File: src/design/cfir_pkg.sv
package cfir_pkg;

	// Field widths
	localparam int DATA_W = 16;
	localparam int PROD_W = 32;
	localparam int CSUM_W = 33;
	localparam int ACC_W  = 40;
	localparam int CFG_W  = 7;
	localparam int IDX_W  = 6;

	// Number of distinct tap_index codes
	localparam int IDX_SPAN = 2 ** IDX_W;

	// Request command codes
	localparam logic CMD_LOAD   = 1'b0;
	localparam logic CMD_SAMPLE = 1'b1;

	typedef logic signed [DATA_W-1:0] sample_t;
	typedef logic signed [PROD_W-1:0] prod_t;
	typedef logic signed [CSUM_W-1:0] csum_t;
	typedef logic signed [ACC_W-1:0]  acc_t;

	// Per-cycle control shared by every cell of the chain
	typedef struct packed {
		logic advance; // pipeline moves this cycle
		logic push;    // delay line shifts by one sample
		logic clear;   // delay line is zeroed
	} ctl_t;

endpackage

File: src/design/cfir_cell.sv
module cfir_cell (
	input  logic            clk,
	input  logic            arst_n,
	input  cfir_pkg::ctl_t  ctl,
	input  cfir_pkg::sample_t x_in_re,
	input  cfir_pkg::sample_t x_in_im,
	output cfir_pkg::sample_t x_re,
	output cfir_pkg::sample_t x_im,
	input  logic            tap_we,
	input  cfir_pkg::sample_t tap_wr_re,
	input  cfir_pkg::sample_t tap_wr_im,
	input  logic            use_tap,
	output cfir_pkg::csum_t prod_re,
	output cfir_pkg::csum_t prod_im
);

	cfir_pkg::sample_t x_re_q, x_im_q;
	cfir_pkg::sample_t tap_re_q, tap_im_q;
	cfir_pkg::sample_t hr, hi;
	cfir_pkg::prod_t   rr_s1, ii_s1, ri_s1, ir_s1;
	cfir_pkg::csum_t   re_s2, im_s2;

	// Delay element: takes the neighbour's sample on a shift, zeroed after a frame
	always_ff @(posedge clk or negedge arst_n) begin
		if (!arst_n) begin
			x_re_q <= '0;
			x_im_q <= '0;
		end else if (ctl.push) begin
			x_re_q <= x_in_re;
			x_im_q <= x_in_im;
		end else if (ctl.clear) begin
			x_re_q <= '0;
			x_im_q <= '0;
		end
	end

	// Tap coefficient
	always_ff @(posedge clk or negedge arst_n) begin
		if (!arst_n) begin
			tap_re_q <= '0;
			tap_im_q <= '0;
		end else if (tap_we) begin
			tap_re_q <= tap_wr_re;
			tap_im_q <= tap_wr_im;
		end
	end

	// Taps beyond the count in use contribute nothing
	assign hr = use_tap ? tap_re_q : '0;
	assign hi = use_tap ? tap_im_q : '0;

	// Partial products, then complex combine
	always_ff @(posedge clk) begin
		if (ctl.advance) begin
			rr_s1 <= hr * x_re_q;
			ii_s1 <= hi * x_im_q;
			ri_s1 <= hr * x_im_q;
			ir_s1 <= hi * x_re_q;
			re_s2 <= $signed({rr_s1[cfir_pkg::PROD_W-1], rr_s1})
			       - $signed({ii_s1[cfir_pkg::PROD_W-1], ii_s1});
			im_s2 <= $signed({ri_s1[cfir_pkg::PROD_W-1], ri_s1})
			       + $signed({ir_s1[cfir_pkg::PROD_W-1], ir_s1});
		end
	end

	assign x_re    = x_re_q;
	assign x_im    = x_im_q;
	assign prod_re = re_s2;
	assign prod_im = im_s2;

endmodule

File: config.mk
export PLATFORM = sky130hd
export DESIGN_NAME = cfir_cell
export DESIGN_NICKNAME = d
export VERILOG_FILES = /design/src/design/cfir_pkg.sv /design/src/design/cfir_cell.sv
export SDC_FILE = /design/constraint.sdc
export NUM_CORES = 2
export LEC_CHECK = 0
export BUFFER_PORTS_ARGS = -buffer_cell sky130_fd_sc_hd__buf_2
export CORE_UTILIZATION = 30
export DETAILED_ROUTE_END_ITERATION = 16
export MAX_ROUTING_LAYER = met4
export PLACE_DENSITY = 0.51
export SLEW_MARGIN = 10
export SYNTH_ARGS = -nofsm -noshare
export SYNTH_HDL_FRONTEND = slang
export SYNTH_SLANG_ARGS = --single-unit
File: constraint.sdc
create_clock -name clk -period 7.37 [get_ports clk]
set_input_delay 1.474 -clock clk [delete_from_list [all_inputs] [get_ports clk]]
set_output_delay 1.474 -clock clk [all_outputs]
set_load 0.1 [all_outputs]
==> results by group <==
Logic synthesis
  • Synth unique cells: 71
  • Post-Syn Area: 51000 um2
  • Post-synth top cells: 1214 x inv_1, 1050 x fa_1, 572 x nand2_1
  • #FFs+latches synth: 258
  • Synth area leaders: fa_1 41%, edfxtp_1 11%, ha_1 9.6%
  • Synth Area per Inst: 9.66 um2
  • Count leader, synth: inv_1
  • Post-synth EDFFs: 194
  • Synth Instances: 5280
  • Post-synth top flop: edfxtp_1
  • Synth Warn #: 0
  • Syn_nets: 6793
  • Register area share after synthesis: 14.6%
  • Synth top area share: 41.2%
  • Synth async-reset ratio: 24.8%
  • Area leader, netlist: fa_1

Flow run
  • Max-cap violations: 0

STA
  • Post-Route Skew: 0.0656 ns
  • Slew @ Worst Pin: 1.19 ns
  • Minimum clock period: 7.24 ns
  • Final worst path period share: 98.2%
  • Final TNS setup: 0 ns
  • Max Slew Vio Count: 0
  • Worst setup margin: 0.131 ns
  • Slew HR: 20.6%
  • Hold Fails Final Rpt: 0
  • Worst hold slack: 0.555 ns
  • RSZ-0062 raised after global routing: true
  • Max Fclk: 138 MHz
  • Setup violators final: 0

GRT
  • M2 GR Usage: 31.7%
  • Tot GR Track Use: 19.5%
  • Vias in the first global route: 41300
  • Global-route wire length before repair: 249 mm
  • Total congestion overflow: 0
  • Met1 usage: 24.8%
  • Largest net degree at the start of global routing: 108
  • Grt peak-use layer: met2
  • Antenna violations before repair: 12
  • Grt met3 use: 2.01%

Clock tree
  • H-tree depth: 2
  • Hold-fix buffers, CTS: 0
  • CTS Buffer Depth: 3
  • CTS tree: built
  • Cts bufs inserted: 38
  • CTS clk-pin slew, worst paths: 0.06 ns
  • Clk sinks: 258
  • Worst skew pair latency: 0.65 ns
  • CTS root buf: clkbuf_16

Worst setup path
  • Kind of critical path: in -> reg
  • Top Family by Delay on Critical Path: adder cells
  • Most frequent CP cell: fa_1
  • CP required: 7.76 ns
  • Slowest cell on the critical path: fa_1
  • Worst Path Buf+Inv: 8
  • CP arrival: 7.62 ns
  • Crit path max fanout: 8
  • Max stage delay on crit path: 0.54 ns
  • Crit start category: input pin
  • CP endpoint kind: flip-flop

Floorplan
  • Row count: 150
  • Die area: 172000 um2
  • Die Y: 414 um
  • Ports: 169
  • Core area: 168000 um2
  • Starting density of the core: 30.4%
  • DIE WIDTH: 414 um

Pwr
  • Power per Cell Area: 403 nW/um2
  • Peak VDD IR: 0.239 mV
  • P_leak: 31.9 nW

Cells and area
  • Area delta synth->final: 18.8%
  • Non-filler cells, final: 8072
  • Nets: 7350
  • Layout cell share with drive strength beyond 1: 16.7%

Place
  • Dpl hpwl: 131 mm
  • Gpl congestion: 0.928
  • Port Buf Inserts: 168
  • Pre-CTS worst setup slack: -0.790 ns
  • Cells after DPL: 7979

Drt
  • Antenna Violating Nets Remaining: 0
  • DRC: 0
  • Avg WL per Cell: 20.0 um
  • Total number of vias: 38500
  • Vias per inst: 4.77
  • Drt pass-1 iters: 6
  • Initial drt markers: 2804
  • Final WL: 161 mm

Outcome
  • Status: complete, no violations

Min path
  • Worst min-delay path category: reg -> reg
==> per-layer routing <==
metal | wire, um | share of wire (%) | vias to the layer above
met4 | 7530 | 4.7 | 0
li1 | - | - | 17500
met2 | 77300 | 48 | 1094
met3 | 8190 | 5.1 | 241
met1 | 68300 | 42 | 19700
met5 | 0 | 0 | -
==> cell usage in the layout, fill, tap and decap left out, types with 94 or more instances in the layout <==
master,n
nor2_1,127
fa_1,1042
edfxtp_1,194
ha_1,379
nand2_1,569
buf_4,566
xnor2_1,151
a21oi_1,127
inv_1,1208
buf_2,166
and3_1,513
o21ai_0,94
==> path summary, 6_finish.rpt <==
kind | from | endpoint | slack [ns] | cells past startpoint
max in group asynchronous | arst_n | tap_im_q[15]$_DFFE_PN0P_ | 5.52 | 2
hold / removal | x_re[4]$_DFFE_PN0P_ | x_re[4]$_DFFE_PN0P_ | 0.55 | 2
setup reg to reg | x_re[2]$_DFFE_PN0P_ | ir_s1[25]$_DFFE_PP_ | 0.25 | 21
hold reg to reg | x_re[4]$_DFFE_PN0P_ | x_re[4]$_DFFE_PN0P_ | 0.55 | 2
min in group asynchronous | arst_n | x_im[8]$_DFFE_PN0P_ | 0.69 | 1
setup / recovery | use_tap | ir_s1[25]$_DFFE_PP_ | 0.13 | 26
==> cell type report <==
| cell class | count | area, um2 |
|---|---|---|
| fillers | 17000 | 107000 |
| multi-input cells | 3539 | 38500 |
| flip-flops and latches | 258 | 7430 |
| repair buffers | 784 | 6040 |
| inverters | 1216 | 4560 |
| well taps | 2204 | 2760 |
| clock buffers | 45 | 1010 |
| clock inverters | 23 | 309 |
| diodes | 3 | 7.51 |
==> what timing repair did <==
action	4_1_cts	5_1_grt
pin swaps	0	45
setup buffers	0	18
gates cloned	0	6
setup endpoints to repair	1	29
gates resized for setup	4	105
==> sequential cells by signal (all words and copies together) (netlist names) <==
name and count:
ri_s1 32, ii_s1 32, x_im 16, ir_s1 32, x_re 16, tap_im_q 16
tap_re_q 16, rr_s1 32, prod_re 33, prod_im 33
==> power breakdown <==
group | total [mW] | internal [mW] | switching [mW] | leakage (nW)
Clock | 2.00 | 1.17 | 0.832 | 0.638
Combinational | 19.3 | 8.46 | 10.9 | 28.6
Sequential | 3.12 | 2.78 | 0.344 | 2.69
Total | 24.4 | 12.4 | 12.0 | 31.9
==> metrics by stage <==
| stage | utilization (%) | power [mW] | area (um2) |
|---|---|---|---|
| final | 36.1 | 24.4 | 60600 |
| after CTS | 35.7 | 24.5 | 59900 |
| after floorplan | - | 14.6 | 51300 |
| after global routing | 36.1 | 26.8 | 60600 |
| after detailed placement | 34.9 | 22.3 | 58600 |
| after global placement | 34.9 | 22.2 | 58600 |
==> logic make-up after synthesis <==
kind of cell    after synthesis  synth area share [%]
buf+inv                    1483                  10.9
fa+ha+maj                  1442                  50.8
simple gates               1398                  13.7
compound gates              470                  5.96
flops                       258                  14.6
xor+xnor                    196                  3.36
mux                          33                 0.726
==> worst reg2reg max path, delay by kind of cell, from the launching register on <==
family,cells,cell delay [ns]
compound gates,8,1.90
xor+xnor,1,0.08
fa+ha+maj,7,3.22
buf+inv,4,0.54
flops,1,1.01
simple gates,1,0.12
No activity file was read; power rests on OpenSTA's default activity.
